[src/sv/mhs_pkg.sv]
// Shared constants and types for the streaming MurmurHash2 core.
package mhs_pkg;

  localparam logic [31:0] MIX_MUL   = 32'h5bd1_e995;
  localparam int unsigned MIX_SHIFT = 24;
  localparam int unsigned FIN_SHIFT_A = 13;
  localparam int unsigned FIN_SHIFT_B = 15;

  typedef enum logic [1:0] {
    KIND_NONE,
    KIND_TAIL,
    KIND_FULL
  } kind_e;

  typedef struct packed {
    logic        first;
    logic        last;
    kind_e       kind;
    logic [31:0] operand;
    logic [31:0] init;
  } q_entry_t;

endpackage

[src/sv/murmur2_hash_stream_core.sv]
// Streaming 32-bit MurmurHash2 core: front end, queue, back end.
// Throughput: one beat per cycle while the queue and back end do not stall; the back end's
// multiply-xor loop folds each beat into the running hash, and a last beat holds the back
// end in the finalizer multiply (S_FIN) and result register (S_OUT) states, longer while
// an earlier result beat is stalled.
// Reset clears the seed to zero, the message state and all valid flags.
module murmur2_hash_stream_core #(
  parameter int unsigned QUEUE_DEPTH = 2
) (
  input  logic        clk_i,
  input  logic        rst_ni,
  input  logic        cfg_valid_i,
  output logic        cfg_ready_o,
  input  logic [31:0] hash_seed_i,
  input  logic        in_valid_i,
  output logic        in_stall_o,
  input  logic [31:0] word_data_i,
  input  logic [2:0]  valid_bytes_i,
  input  logic        is_last_i,
  input  logic [31:0] msg_len_i,
  output logic        out_valid_o,
  input  logic        out_stall_i,
  output logic [31:0] hash_value_o
);
  import mhs_pkg::*;

  logic     full;
  logic     empty;
  logic     push;
  logic     pop;
  q_entry_t push_data;
  q_entry_t head;

  assign cfg_ready_o = 1'b1;

  mhs_front u_front (
    .clk_i         (clk_i),
    .rst_ni        (rst_ni),
    .cfg_valid_i   (cfg_valid_i && cfg_ready_o),
    .hash_seed_i   (hash_seed_i),
    .in_valid_i    (in_valid_i),
    .in_stall_o    (in_stall_o),
    .word_data_i   (word_data_i),
    .valid_bytes_i (valid_bytes_i),
    .is_last_i     (is_last_i),
    .msg_len_i     (msg_len_i),
    .full_i        (full),
    .push_o        (push),
    .push_data_o   (push_data)
  );

  mhs_fifo #(
    .DEPTH (QUEUE_DEPTH)
  ) u_fifo (
    .clk_i       (clk_i),
    .rst_ni      (rst_ni),
    .push_i      (push),
    .push_data_i (push_data),
    .full_o      (full),
    .pop_i       (pop),
    .pop_data_o  (head),
    .empty_o     (empty)
  );

  mhs_back u_back (
    .clk_i        (clk_i),
    .rst_ni       (rst_ni),
    .empty_i      (empty),
    .head_i       (head),
    .pop_o        (pop),
    .out_valid_o  (out_valid_o),
    .out_stall_i  (out_stall_i),
    .hash_value_o (hash_value_o)
  );

endmodule

[src/sv/mhs_front.sv]
// Front end: accepts beats, classifies them and premixes full words into the queue.
module mhs_front (
  input  logic              clk_i,
  input  logic              rst_ni,
  input  logic              cfg_valid_i,
  input  logic [31:0]       hash_seed_i,
  input  logic              in_valid_i,
  output logic              in_stall_o,
  input  logic [31:0]       word_data_i,
  input  logic [2:0]        valid_bytes_i,
  input  logic              is_last_i,
  input  logic [31:0]       msg_len_i,
  input  logic              full_i,
  output logic              push_o,
  output mhs_pkg::q_entry_t push_data_o
);
  import mhs_pkg::*;

  logic        seed_q;
  logic [31:0] seed_val_q;
  logic        in_msg_q;
  logic        s1_vld_q;
  logic        s2_vld_q;
  q_entry_t    s1_q;
  q_entry_t    s2_q;
  q_entry_t    s1_d;
  q_entry_t    s2_d;
  logic        s1_move;
  logic        s2_move;
  logic [31:0] mixed;

  assign s2_move     = !s2_vld_q || !full_i;
  assign s1_move     = !s1_vld_q || s2_move;
  assign in_stall_o  = s1_vld_q && !s2_move;
  assign push_o      = s2_vld_q && !full_i;
  assign push_data_o = s2_q;

  always_comb begin
    s1_d       = '0;
    s1_d.first = !in_msg_q;
    s1_d.last  = is_last_i;
    s1_d.init  = seed_val_q ^ msg_len_i;
    case (valid_bytes_i)
      3'd0: begin
        s1_d.kind    = KIND_NONE;
        s1_d.operand = '0;
      end
      3'd1: begin
        s1_d.kind    = KIND_TAIL;
        s1_d.operand = {24'd0, word_data_i[7:0]};
      end
      3'd2: begin
        s1_d.kind    = KIND_TAIL;
        s1_d.operand = {16'd0, word_data_i[15:0]};
      end
      3'd3: begin
        s1_d.kind    = KIND_TAIL;
        s1_d.operand = {8'd0, word_data_i[23:0]};
      end
      default: begin
        s1_d.kind    = KIND_FULL;
        s1_d.operand = word_data_i * MIX_MUL;
      end
    endcase
  end

  always_comb begin
    mixed = s1_q.operand ^ (s1_q.operand >> MIX_SHIFT);
    s2_d  = s1_q;
    if (s1_q.kind == KIND_FULL) begin
      s2_d.operand = mixed * MIX_MUL;
    end
  end

  always_ff @(posedge clk_i or negedge rst_ni) begin
    if (!rst_ni) begin
      seed_q     <= 1'b0;
      seed_val_q <= '0;
      in_msg_q   <= 1'b0;
      s1_vld_q   <= 1'b0;
      s2_vld_q   <= 1'b0;
      s1_q       <= '0;
      s2_q       <= '0;
    end else begin
      if (cfg_valid_i) begin
        seed_q     <= 1'b1;
        seed_val_q <= hash_seed_i;
      end
      if (s1_move) begin
        s1_vld_q <= in_valid_i;
        if (in_valid_i) begin
          s1_q     <= s1_d;
          in_msg_q <= !is_last_i;
        end
      end
      if (s2_move) begin
        s2_vld_q <= s1_vld_q;
        if (s1_vld_q) begin
          s2_q <= s2_d;
        end
      end
    end
  end

  a_stall_needs_item: assert property (@(posedge clk_i) disable iff (!rst_ni)
    in_stall_o |-> s1_vld_q)
    else $error("front stalls with empty first stage");

  a_push_from_stage: assert property (@(posedge clk_i) disable iff (!rst_ni)
    push_o |-> s2_vld_q && !full_i)
    else $error("push without a ready second stage");

  a_seed_seen: assert property (@(posedge clk_i) disable iff (!rst_ni)
    cfg_valid_i |=> seed_q)
    else $error("seed write not recorded");

endmodule

[src/sv/mhs_fifo.sv]
// Short queue between front and back ends.
module mhs_fifo #(
  parameter int unsigned DEPTH = 2
) (
  input  logic              clk_i,
  input  logic              rst_ni,
  input  logic              push_i,
  input  mhs_pkg::q_entry_t push_data_i,
  output logic              full_o,
  input  logic              pop_i,
  output mhs_pkg::q_entry_t pop_data_o,
  output logic              empty_o
);
  import mhs_pkg::*;

  localparam int unsigned AW = (DEPTH > 1) ? $clog2(DEPTH) : 1;
  localparam int unsigned CW = $clog2(DEPTH + 1);

  q_entry_t        mem_q [DEPTH];
  logic [AW-1:0]   wr_ptr_q;
  logic [AW-1:0]   rd_ptr_q;
  logic [CW-1:0]   count_q;

  assign full_o     = (count_q == CW'(DEPTH));
  assign empty_o    = (count_q == '0);
  assign pop_data_o = mem_q[rd_ptr_q];

  always_ff @(posedge clk_i) begin
    if (push_i) begin
      mem_q[wr_ptr_q] <= push_data_i;
    end
  end

  always_ff @(posedge clk_i or negedge rst_ni) begin
    if (!rst_ni) begin
      wr_ptr_q <= '0;
      rd_ptr_q <= '0;
      count_q  <= '0;
    end else begin
      if (push_i) begin
        wr_ptr_q <= (wr_ptr_q == AW'(DEPTH - 1)) ? '0 : wr_ptr_q + AW'(1);
      end
      if (pop_i) begin
        rd_ptr_q <= (rd_ptr_q == AW'(DEPTH - 1)) ? '0 : rd_ptr_q + AW'(1);
      end
      if (push_i && !pop_i) begin
        count_q <= count_q + CW'(1);
      end else if (pop_i && !push_i) begin
        count_q <= count_q - CW'(1);
      end
    end
  end

  a_no_overflow: assert property (@(posedge clk_i) disable iff (!rst_ni)
    push_i |-> !full_o)
    else $error("push into full queue");

  a_no_underflow: assert property (@(posedge clk_i) disable iff (!rst_ni)
    pop_i |-> !empty_o)
    else $error("pop from empty queue");

endmodule

[src/sv/mhs_back.sv]
// Back end: carries the running hash, applies the finalizer and holds the result beat.
module mhs_back (
  input  logic              clk_i,
  input  logic              rst_ni,
  input  logic              empty_i,
  input  mhs_pkg::q_entry_t head_i,
  output logic              pop_o,
  output logic              out_valid_o,
  input  logic              out_stall_i,
  output logic [31:0]       hash_value_o
);
  import mhs_pkg::*;

  typedef enum logic [1:0] {
    S_RUN,
    S_FIN,
    S_OUT
  } state_e;

  state_e      state_q;
  logic [31:0] h_q;
  logic [31:0] p_q;
  logic [31:0] hash_q;
  logic        out_valid_q;
  logic        out_valid_d;
  logic        out_load;
  logic [31:0] h0;
  logic [31:0] h_d;
  logic [31:0] p_d;

  assign pop_o        = (state_q == S_RUN) && !empty_i;
  assign out_valid_o  = out_valid_q;
  assign hash_value_o = hash_q;

  always_comb begin
    h0 = head_i.first ? head_i.init : h_q;
    case (head_i.kind)
      KIND_FULL: h_d = (h0 * MIX_MUL) ^ head_i.operand;
      KIND_TAIL: h_d = (h0 ^ head_i.operand) * MIX_MUL;
      default:   h_d = h0;
    endcase
    p_d         = (h_q ^ (h_q >> FIN_SHIFT_A)) * MIX_MUL;
    out_load    = (state_q == S_OUT) && (!out_valid_q || !out_stall_i);
    out_valid_d = out_load || (out_valid_q && out_stall_i);
  end

  always_ff @(posedge clk_i or negedge rst_ni) begin
    if (!rst_ni) begin
      state_q     <= S_RUN;
      h_q         <= '0;
      p_q         <= '0;
      hash_q      <= '0;
      out_valid_q <= 1'b0;
    end else begin
      out_valid_q <= out_valid_d;
      case (state_q)
        S_RUN: begin
          if (!empty_i) begin
            h_q <= h_d;
            if (head_i.last) begin
              state_q <= S_FIN;
            end
          end
        end
        S_FIN: begin
          p_q     <= p_d;
          state_q <= S_OUT;
        end
        S_OUT: begin
          if (out_load) begin
            hash_q  <= p_q ^ (p_q >> FIN_SHIFT_B);
            state_q <= S_RUN;
          end
        end
        default: begin
          state_q <= S_RUN;
        end
      endcase
    end
  end

  a_result_from_out: assert property (@(posedge clk_i) disable iff (!rst_ni)
    $rose(out_valid_q) |-> $past(state_q == S_OUT))
    else $error("result beat without finalize");

  a_pop_in_run: assert property (@(posedge clk_i) disable iff (!rst_ni)
    pop_o |-> state_q == S_RUN)
    else $error("queue pop outside run state");

endmodule
[config.mk]
export PLATFORM = sky130hd
export DESIGN_NAME = murmur2_hash_stream_core
export DESIGN_NICKNAME = d
export VERILOG_FILES = /design/src/sv/mhs_pkg.sv /design/src/sv/murmur2_hash_stream_core.sv /design/src/sv/mhs_front.sv /design/src/sv/mhs_fifo.sv /design/src/sv/mhs_back.sv
export SDC_FILE = /design/constraint.sdc
export NUM_CORES = 2
export LEC_CHECK = 0
export BUFFER_PORTS_ARGS = -buffer_cell sky130_fd_sc_hd__buf_2
export CAP_MARGIN = 20
export CORE_UTILIZATION = 48
export DETAILED_ROUTE_END_ITERATION = 7
export PLACE_DENSITY = 0.69
export SLEW_MARGIN = 30
export SYNTH_ARGS = -nofsm -noshare
export SYNTH_HDL_FRONTEND = slang
export SYNTH_SLANG_ARGS = --single-unit
[constraint.sdc]
create_clock -name clk_i -period 10.39 [get_ports clk_i]
set_clock_uncertainty 0.15 [all_clocks]
set_input_delay 0.5195 -clock clk_i [delete_from_list [all_inputs] [get_ports clk_i]]
set_output_delay 0.5195 -clock clk_i [all_outputs]
set_load 0.01 [all_outputs]
## Yosys cells after proc, flatten, opt, wreduce, memory -nomap -nowiden

Memories as Yosys holds them, arrays and structs flattened.
Index checks and enable logic that the tools add are counted.
Widths: inputs -> output; s select.

- Bits of input ports: 105
- Bits in writable memories: 136
- Bits in registers: 274
- Memories: 1
- Word-level logic and storage cells: 96

Memories:

| memory | depth | bits a word | read ports | clocked after Yosys merged registers in | wr ports | line | text |
|---|---|---|---|---|---|---|---|
| u_fifo.mem_q | 2 | 68 | 1 | 0 | 1 | mhs_fifo.sv:19 | `q_entry_t mem_q [DEPTH];` |

- Eq/ne operators: 12
- Mux-type cells: 14
- Bitwise gates (word level): 7
- Multiply operators: 5
- $add $sub $neg: 4
- Reduce and logical (&&, ||, !) cells: 31

Operators by type and width:

| cell | count |
|---|---|
| $mul 32x31->32 const B | 5 |
| $pmux 34 s4 | 1 |
| $xor 32x32->32 | 3 |
| $mux 32 | 2 |
| $pmux 32 s2 | 1 |
| $xor 32x17->32 | 1 |
| $xor 32x19->32 | 1 |
| $xor 32x8->32 | 1 |
| $logic_not 1->1 | 11 |
| $mux 2 | 5 |
| $eq 2x2->1 const B | 4 |
| $reduce_and 2->1 | 4 |
| $logic_and 1x1->1 | 7 |
| $eq 3x2->1 const B | 2 |
| $pmux 2 s3 | 1 |
| $eq 2x1->1 const B | 2 |
| $logic_not 2->1 | 2 |
| $logic_or 1x1->1 | 4 |
| $mux 1 | 4 |
| $ne 2x2->1 const B | 2 |
| $eq 3x1->1 const B | 1 |
| $logic_not 3->1 | 1 |
| $reduce_and 3->1 | 1 |
| $add 1x1->1 const B | 2 |
| 5 further kinds | 5 |

## Longest topological paths before layout

- Word-level depth: 7
- Gate-level depth with buffers: 36
- Depth with buffers taken out: 31

## By module

A second synthesis with hierarchy kept.

- Cell total of the unflattened synthesis: 6063
- Area total of the unflattened synthesis: 61645.4 µm²

Modules (own cells, without submodules):

| module | sequential area each (µm²) | times used | area each (µm²) | cells each |
|---|---|---|---|---|
| mhs_back | 2477.4 | 1 | 31848.0 | 3304 |
| mhs_front | 4279.1 | 1 | 24649.9 | 2529 |
| mhs_fifo | 4184.0 | 1 | 5136.2 | 228 |
| murmur2_hash_stream_core | 0.0 | 1 | 11.3 | 2 |

## Least setup slack after synthesis

No wires, ideal clock.

- Kind: register to register
- From: register u_fifo.rd_ptr_q
- To: register u_back.h_q[26]
- Cell stages (with the launch flop): 32
- Data required time: 10.119 ns
- Setup slack: 1.785 ns
- Buffers on the path: 6
- Period minus slack after synthesis: 8.605 ns
- Arrival time: 8.334 ns
- Cells stage by stage: dfrtp_1 -> buf_6 -> buf_6 -> buf_6 -> buf_6 -> buf_2 -> buf_2 -> mux2i_1 -> nor2_1 -> a21oi_1 -> xor2_1 -> ha_1 -> fa_1 -> inv_1 -> fa_1 -> inv_1 -> fa_1 -> fa_1 -> fa_1 -> inv_1 -> fa_1 -> inv_1 -> ha_1 -> a21o_1 -> a21o_1 -> a21o_1 -> a2111oi_0 -> nor2_1 -> a221oi_1 -> xnor2_1 -> a221o_1 -> a22o_1

- Word-level cells in the longest chain between the ends: 5
- Elaborated cells between the ends (all ways): 9
- Those cells by class: 2 x mul; 2 x eq/ne; 2 x mux; 2 x bitwise; 1 x memory

RTL lines:

| what | line | text |
|---|---|---|
| start, declared | mhs_fifo.sv:21 | `logic [AW-1:0] rd_ptr_q;` |
| start signal, assigned | mhs_fifo.sv:44 | `rd_ptr_q <= (rd_ptr_q == AW'(DEPTH - 1)) ? '0 : rd_ptr_q + AW'(1);` |
| $mem_v2 2x68 (*) | -- |  |
| $mux 32 | mhs_back.sv:36 | `h0 = head_i.first ? head_i.init : h_q;` |
| $xor 32x32->32 / $mul 32x31->32 (equally long branches) | mhs_back.sv:39, mhs_back.sv:38 |  |
| $mul 32x31->32 / $xor 32x32->32 (equally long branches) | mhs_back.sv:39, mhs_back.sv:38 |  |
| $pmux 32 s2 (*) | mhs_back.sv:37 | `case (head_i.kind)` |
| end signal, assigned | mhs_back.sv:50 | `h_q <= '0;` |
| end signal, assigned | mhs_back.sv:59 | `h_q <= h_d;` |
| end, declared | mhs_back.sv:21 | `logic [31:0] h_q;` |

Every way passes the cells marked *; elsewhere a longest branch is shown, timed or not.
A chain may end at the register's enable or synchronous reset.

## Worst setup path in the final report

- From: register u_fifo.rd_ptr_q
- To: register u_back.h_q[31]

The elaborated chain is that of the path after synthesis.

==> flow_metrics.env <==
export IMPL_startpoint="u_fifo.rd_ptr_q"
export IMPL_ys_seq_area_frac=0.178
export IMPL_period_minus_slack_ps=9140
export IMPL_synth_cell_types=86
export IMPL_yosysTopAreaCellShare=0.291
export IMPL_syn_inst=6042
export IMPL_nNetsFinal=8303
export IMPL_layout_drive_gt1_share=0.0636
export IMPL_die_y_um=359
export IMPL_yosys_warnings=0
export IMPL_worstMarginPinSlew_ps=1030
export IMPL_status="complete, no violations"
export IMPL_crit_top_cell="fa_1"
export IMPL_ys_ff_latch=410
export IMPL_grt_pass1_vias=45000
export IMPL_critPathKind="reg2reg"
export IMPL_reg2reg_from="u_fifo.rd_ptr_q"
export IMPL_post_synth_top_count_cell="inv_1"
export IMPL_cp_endpoint="u_back.h_q[31]"
export IMPL_hold_class="in2reg"
export IMPL_antenna_left=0
export IMPL_drt_iter0_drc=2607
export IMPL_tns_ps=0
export IMPL_timing_fmax_ghz=0.109
export IMPL_dr_pass1_iters=6
export IMPL_netlist_top_cell_by_area="fa_1"
export IMPL_clock_latency_ps=650
export IMPL_drv_cap=0
export IMPL_async_flop_share=0.668
export IMPL_grt_pass1_wl_um=263000
export IMPL_cts_root_buf="clkbuf_16"
export IMPL_regArea_mm2=0.0109
export IMPL_port_buffers=138
export IMPL_worstPathArrival_ps=9520
export IMPL_gp_congestion=1.00
export IMPL_synth_commonest_cells="inv_1 (1719), ha_1 (1067), fa_1 (892)"
export IMPL_antenna_found_initial=4
export IMPL_top_level_ports=140
export IMPL_avgSynthCellArea_um2=10.1
export IMPL_area_growth_pct=8.07
export IMPL_place_hpwl_um=140000
export IMPL_syn_cell_area_mm2=0.0613
export IMPL_ys_top_cells_by_area="fa_1 (29%), ha_1 (22%), dfrtp_1 (11%)"
export IMPL_crit_path_start_kind="register"
export IMPL_fillers=11200
export IMPL_end_kind="register"
export IMPL_vias=41600
export IMPL_post_route_drc_count=0
export IMPL_multi_input_area_mm2=0.0436
export IMPL_r2r_slack_ps=1250
export IMPL_syn_nets=8106
export IMPL_via_per_inst=5.25
export IMPL_fp_row_count=130
export IMPL_wire_per_inst_um=21.2
export IMPL_drv_slew=0
export IMPL_reg2regPathDepth=28
export IMPL_fin_crit_sh=0.879
export IMPL_grt_max_degree=148
export IMPL_cts_max_path_buffers=3
export IMPL_synthFlopType="dfrtp_1"
export IMPL_fp_coreArea_mm2=0.126
export IMPL_die_w_um=359
export IMPL_htree_levels=2
export IMPL_dieArea_mm2=0.129
export IMPL_worst_ep_required_time_ps=10770
export IMPL_overflow=0
export IMPL_globalRouteTotalUtil=0.266
export IMPL_r2r_end="u_back.h_q[31]"
export IMPL_path_clk_slew_ps=60
export IMPL_cp_slowest_stage_delay_ps=560
export IMPL_finalHoldViolCount=0
export IMPL_relSlewSlack=0.297
export IMPL_setup_viol_count_final=0
export IMPL_wl_um=168000
export IMPL_cts_tree="yes"
export IMPL_cts_inserted_buffers=46
export IMPL_cts_sinks=410
export IMPL_rsz0062_at_grt="no"
export IMPL_initial_utilization=0.486
export IMPL_cpMaxStageDelayCell="a21oi_2"
export IMPL_cp_max_fo=27
export IMPL_synth_edf_count=136
## worst min-delay path by stage
stage / start / end / slack [ps] / depth (start not counted)
after CTS: is_last_i / u_front.in_msg_q / 3 / 2
after detailed placement: u_front.push_data_o[50] / u_fifo.mem_q[1][50] / 310 / 0
after floorplan: rst_ni / u_back.h_q[0] / 70 / 0
after global routing: is_last_i / u_front.in_msg_q / 10 / 2
final: msg_len_i[1] / u_front.s1_q[1] / 20 / 3
after global placement: u_front.push_data_o[32] / u_fifo.mem_q[1][32] / 300 / 0
## through the flow
step	utilization	hold slack, ps	worst slack (ps)	cells	area [um2]
after floorplan	-	73.9	1780	6042	61300
after global placement	0.510	299	1390	7806	64300
after detailed placement	0.510	306	1330	7806	64300
after CTS	0.525	2.91	1310	7927	66200
after global routing	0.525	13.9	838	7927	66300
final	0.525	24.0	1250	7928	66300
## worst max-delay path: cells and delay by family, from the launching register on
kind | cells | cell delay, ps
AO/OA/AOI/OAI | 8 | 2140
buffers and inverters | 6 | 1040
multiplexers | 1 | 500
adder cells (fa/ha/maj) | 9 | 3930
AND/OR/NAND/NOR | 4 | 780
flip-flops | 1 | 510
## registers in the layout (all words and copies together) (netlist names)
signal               flops
u_back.h_q              32
u_front.s1_vld_q         1
u_back.state_q           2
u_front.s1_q            68
u_back.hash_value_o     32
u_back.p_q              32
u_front.push_data_o     68
u_front.in_msg_q         1
u_back.out_valid_o       1
u_fifo.mem_q           136
u_fifo.count_q           2
u_fifo.wr_ptr_q          1
u_fifo.rd_ptr_q          1
u_front.seed_val_q      32
u_front.s2_vld_q         1
## cell families (layout without fill, tap and decap cells)
group | after synthesis | in the layout | synth area share
and+or+nand+nor | 633 | 633 | 0.0452
buffers and inverters | 1818 | 2053 | 0.112
DFF | 410 | 410 | 0.178
other | 1 | 2 | 0.0000612
adders and majority gates | 1960 | 1960 | 0.509
xor gates and xnor gates | 456 | 456 | 0.0663
muxes | 129 | 129 | 0.0230
AOI/OAI and AO/OA | 635 | 635 | 0.0656
## cell usage in the layout (no fill, tap or decap), types with 10 or more instances in the layout
cell type	instances
a211oi_1	22
a21o_1	54
a21oi_1	162
a221oi_1	37
a31oi_1	26
and3_1	20
buf_2	137
buf_4	70
clkbuf_1	11
clkbuf_16	47
dfrtp_1	273
dlygate4sd3_1	35
edfxtp_1	136
fa_1	892
ha_1	1067
inv_1	1719
mux2_2	58
mux2i_1	65
nand2_1	320
nand2b_1	27
nand3_1	17
nor2_1	151
nor2b_1	13
nor3_1	18
o21a_1	32
o21ai_0	177
o21bai_1	18
o22ai_1	13
xnor2_1	340
xor2_1	95
xor2_2	10
## what timing repair did
item | CTS | global route
hold buffers | 35 | 0
hold endpoints to repair | 105 | 0
resized for setup | 0 | 0
setup buffers | 0 | 0
## layer usage
layer  global-route usage  part of all wire  vias up
met1                0.353              0.42    20800
li1                     -                 -    19200
met4               0.0954             0.042        4
met5                    0           0.00013        -
met3               0.0315             0.059      331
met2                0.450              0.48     1255
## layout make-up
type                    count  area share
clock buffers              63      0.0194
flip-flops and latches    410       0.165
repair buffers            244      0.0241
inverters                1723      0.0976
multi-input cells        3814       0.659
well taps                1650      0.0312
clock inverters            23     0.00398
diodes                      1   0.0000378
Power is left out: the tool's default activity adds up to more than one toggle a clock period on the data nets, which glitch-free logic cannot reach.
